## config.mk

```make
export PLATFORM = sky130hd
export DESIGN_NAME = mmps_sat_mul
export DESIGN_NICKNAME = d
export VERILOG_FILES = /design/src/rtl/multi_mode_prefix_scan_macros.svh /design/src/rtl/mmps_sat_mul.sv
export SDC_FILE = /design/constraint.sdc
export NUM_CORES = 2
export LEC_CHECK = 0
export BUFFER_PORTS_ARGS = -buffer_cell sky130_fd_sc_hd__buf_4
export CORE_UTILIZATION = 47
export DETAILED_ROUTE_END_ITERATION = 16
export MAX_ROUTING_LAYER = met4
export PLACE_DENSITY = 0.69
export SLEW_MARGIN = 20
export SYNTH_ARGS = -nofsm -noshare
export SYNTH_HDL_FRONTEND = slang
export SYNTH_SLANG_ARGS = --single-unit
```

## constraint.sdc

```tcl
create_clock -name vclk -period 25.7
set_clock_uncertainty 0.2 [all_clocks]
set_input_delay 5.14 -clock vclk [all_inputs]
set_output_delay 5.14 -clock vclk [all_outputs]
set_load 0.01 [all_outputs]
```

## src/rtl/multi_mode_prefix_scan_macros.svh

```systemverilog
// Assertion macros for the multi-mode prefix scan block.
// Included by the RTL files that carry concurrent checks; no dependencies.
`ifndef MULTI_MODE_PREFIX_SCAN_MACROS_SVH
`define MULTI_MODE_PREFIX_SCAN_MACROS_SVH

`ifndef SYNTHESIS
// Clocked check, disabled while reset is asserted (active-low reset).
`define MMPS_ASSERT(name, clk, rst_n, prop, msg) \
  name: assert property (@(posedge clk) disable iff (!rst_n) prop) else $error(msg);
// Clocked check that also holds during reset.
`define MMPS_ASSERT_ALWAYS(name, clk, prop, msg) \
  name: assert property (@(posedge clk) prop) else $error(msg);
`else
`define MMPS_ASSERT(name, clk, rst_n, prop, msg)
`define MMPS_ASSERT_ALWAYS(name, clk, prop, msg)
`endif

`endif

```

## src/rtl/mmps_sat_mul.sv

```systemverilog
// Saturating fixed-point multiplier: full product, round half away from zero,
// shift by the fraction bits, clip to the value range. No dependencies.
`timescale 1ns / 1ps

module mmps_sat_mul #(
  parameter int VALUE_WIDTH = 32,
  parameter int FRAC_BITS   = 16
) (
  input  logic signed [VALUE_WIDTH-1:0] a_i,
  input  logic signed [VALUE_WIDTH-1:0] b_i,
  output logic signed [VALUE_WIDTH-1:0] p_o,
  output logic                          sat_o
);

  localparam int PW = 2 * VALUE_WIDTH + 1;

  localparam logic [PW-1:0] RND       = (PW'(1) << FRAC_BITS) >> 1;
  localparam logic [PW-1:0] LIMIT_NEG = PW'(1) << (VALUE_WIDTH - 1);
  localparam logic [PW-1:0] LIMIT_POS = LIMIT_NEG - PW'(1);

  localparam logic signed [VALUE_WIDTH-1:0] VMAX = {1'b0, {(VALUE_WIDTH-1){1'b1}}};
  localparam logic signed [VALUE_WIDTH-1:0] VMIN = {1'b1, {(VALUE_WIDTH-1){1'b0}}};

  logic                     neg;
  logic [VALUE_WIDTH-1:0]   a_u, b_u, mag_a, mag_b;
  logic [2*VALUE_WIDTH-1:0] prod;
  logic [PW-1:0]            mag_r;
  logic [PW-1:0]            limit;
  logic [VALUE_WIDTH-1:0]   mag_lo;

  assign a_u   = a_i;
  assign b_u   = b_i;
  assign neg   = a_i[VALUE_WIDTH-1] ^ b_i[VALUE_WIDTH-1];
  // magnitude of the most negative value still fits as unsigned
  assign mag_a = a_i[VALUE_WIDTH-1] ? (~a_u + VALUE_WIDTH'(1)) : a_u;
  assign mag_b = b_i[VALUE_WIDTH-1] ? (~b_u + VALUE_WIDTH'(1)) : b_u;
  assign prod  = (2*VALUE_WIDTH)'(mag_a) * (2*VALUE_WIDTH)'(mag_b);
  assign mag_r = (PW'(prod) + RND) >> FRAC_BITS;
  assign limit = neg ? LIMIT_NEG : LIMIT_POS;
  assign mag_lo = mag_r[VALUE_WIDTH-1:0];

  always_comb begin
    if (mag_r > limit) begin
      sat_o = 1'b1;
      p_o   = neg ? VMIN : VMAX;
    end else begin
      sat_o = 1'b0;
      p_o   = neg ? signed'(~mag_lo + VALUE_WIDTH'(1)) : signed'(mag_lo);
    end
  end

endmodule

```

==> results by group <==
Final layout
  – Fin area: 38800 um2
  – Final sequential cell count: 0
  – # clk buffers: 0
  – Layout area overhead: 7.00%
  – Fill count: a little over 7k
  – Non-Filler Instances: between 5k and 6k
  – Ratio of cells with drive above 1 in the final layout: 0.0734
  – NumNets Final: roughly 5.6k
  – FF+latch area: 0 um2
  – Multi-input logic area: ~32000 um2

STA
  – Period utilization: 0.973
  – Post-layout worst setup margin: between 0.6 and 0.7 ns
  – RSZ-0062 raised after global routing: false
  – Worst slew margin: 0.235
  – Slew Viols, Final: 0
  – Fmax: about 0.040 GHz
  – Final setup TNS: 0 ns
  – Final hold viol count: 0
  – Minimum clock period after layout: between 20 and 30 ns
  – Slew @ Worst Pin: ~1.1 ns
  – # setup viols final: 0

Route
  – Vias per inst: 5.64
  – ANT nets after route: 0
  – DRC viols: 0
  – Routed len/inst: roughly 22 um
  – Final WL: 118 mm
  – Drt pass-1 iters: 6
  – Via count: between 30k and 40k
  – 1st-iter DRT viols: 2778

Critical path
  – Worst path slowest cell: or4_1
  – Type of element launching the critical path: primary input
  – Critical Path End Type: output port
  – Worst-path maximum fanout: 39
  – Critical path type: primary input to output port
  – Req. time, crit path: roughly 20 ns
  – CP peak stage delay: about 0.57 ns
  – CP arrival: between 15 and 20 ns
  – CP most frequent cell: fa_1

Run status
  – Status: completed

GRT
  – First-pass GRT wire length: ~190 mm
  – Largest net degree at the start of global routing: 47
  – Initial antenna violation count: 2
  – Grt ovf: 0
  – Total GRT Usage: 0.323
  – Vias in the first global route: approximately 32k

Die
  – Ports: 97
  – Die width: ~280 um
  – Initial Util: 0.476
  – Core ar.: 76200 um2
  – Die area: roughly 78000 um2
  – Row count: between 100 and 150
  – Die Y: 280 um

Placed design
  – IO buf count: between 90 and 100
  – Placed cells: 5350
  – DP HPWL: ~100 mm
  – DP Worst Slack: around 0.84 ns
  – Area post-placement: about 39000 um2
  – Placer Congestion: just under 1

Yosys
  – Synth area leader: fa_1
  – Post-Syn Instances: between 4k and 5k
  – Area of the mapped netlist: roughly 36000 um2
  – Post-synth top area share: 0.495
  – Sequential area share after synthesis: 0
  – Yosys warning count: 0
  – Number of library cell types mapped by synthesis: 91
  – Post-Syn Nets: about 5.6k
  – Avg Cell Area, Syn: 8.43 um2
  – Area contributors post-synth: fa_1, ha_1, inv_1

Clocking
  – Setup Buffers After CTS: 0

Min path
  – Hold WC Path Type: primary input to output port
  – Worst hold path depth: 6
  – Worst hold path endpoint: p_o[16]
  – Hold Startpoint: a_i[31]

Run
  – Max-Cap Viols: 0
==> metrics by stage <==
stage          hold slack [ns]   util
2_1_floorplan            10.57      -
3_3_place_gp             11.23  0.510
3_5_place_dp             11.23  0.510
4_1_cts                  11.23  0.510
5_1_grt                  11.29  0.510
6_report                 11.24  0.510
==> critical path, delay by kind of cell <==
| family | cells | cell delay, ns |
|---|---|---|
| xor gates and xnor gates | 2 | 0.75 |
| AOI/OAI and AO/OA | 8 | 2.01 |
| and+or+nand+nor | 17 | 5.32 |
| buffers and inverters | 8 | 1.71 |
| adders and majority gates | 10 | 4.71 |
==> cells in the final DEF (no fill, tap or decap), types with 18 or more instances in the layout <==
master	netlist	final
fa_1	898	898
nand2_1	617	617
nand3_1	23	23
nor2_1	595	594
xnor2_1	86	58
a21oi_1	101	101
xor2_2	4	24
nor3_1	22	22
inv_1	906	906
xor2_1	64	43
ha_1	324	324
o21ai_0	91	91
a21o_1	24	24
xnor2_2	1	27
buf_4	3	222
and2_1	18	18
nand4_1	38	38
==> cell type report <==
class | count | area share
Antenna cell | 2 | 0.000129
Inverter | 909 | 0.0878
Multi-Input combinational cell | 3189 | 0.836
Tap cell | 1030 | 0.0332
Timing Repair Buffer | 222 | 0.0429
==> worst max-delay path by stage <==
stage,start,endpoint,slack [ns],depth (start not counted)
after detailed placement,b_i[6],p_o[23],0.84,46
after global routing,a_i[0],p_o[23],0.05,46
after global placement,a_i[0],p_o[23],1.02,45
after CTS,b_i[6],p_o[23],0.74,46
final,a_i[0],p_o[23],0.68,45
after floorplan,a_i[6],p_o[15],2.72,48
==> routing by layer <==
metal  track usage  part of all wire
met5             -                 0
met4         0.114             0.045
met3        0.0532             0.099
met2         0.484              0.44
met1         0.444              0.41
==> timing repair <==
action	4_1_cts	5_1_grt
resized for setup	0	1
hold buffers	0	0
endpoints found under the setup margin	0	24
==> Yosys cell counts, types with 6 or more instances <==
| library cell | n |
|---|---|
| nand4_1 | 38 |
| a21o_1 | 24 |
| nand2b_1 | 6 |
| xnor2_1 | 86 |
| o21bai_1 | 9 |
| nand3_1 | 23 |
| nor4_1 | 16 |
| a221o_1 | 7 |
| nand2_1 | 617 |
| o21ai_1 | 6 |
| inv_1 | 906 |
| o211ai_1 | 12 |
| a211oi_1 | 9 |
| and2_1 | 18 |
| ha_1 | 324 |
| o21a_1 | 11 |
| and4_1 | 6 |
| or4_1 | 15 |
| o21ai_0 | 91 |
| clkbuf_1 | 183 |
| nor2b_1 | 7 |
| a31oi_1 | 10 |
| o31ai_1 | 15 |
| o41ai_1 | 6 |
| nor3_1 | 22 |
| xor2_1 | 64 |
| or3_1 | 16 |
| and3_1 | 9 |
| a21oi_1 | 101 |
| fa_1 | 898 |
| buf_2 | 17 |
| nor2_1 | 595 |
| a211o_1 | 11 |
==> cells by family (layout without fill, tap and decap cells) <==
| logic type | count (synthesis) | count (layout) | share of synthesized area |
|---|---|---|---|
| AO/OA/AOI/OAI | 379 | 379 | 0.0703 |
| XOR/XNOR | 155 | 155 | 0.0384 |
| adder cells (fa/ha/maj) | 1222 | 1222 | 0.607 |
| buffers and inverters | 1119 | 1131 | 0.117 |
| multiplexers | 7 | 7 | 0.00207 |
| other | 0 | 2 | 0 |
| AND/OR/NAND/NOR | 1426 | 1426 | 0.165 |
Power is left out: the tool's default activity adds up to more than one toggle a clock period on the data nets, which glitch-free logic cannot reach.
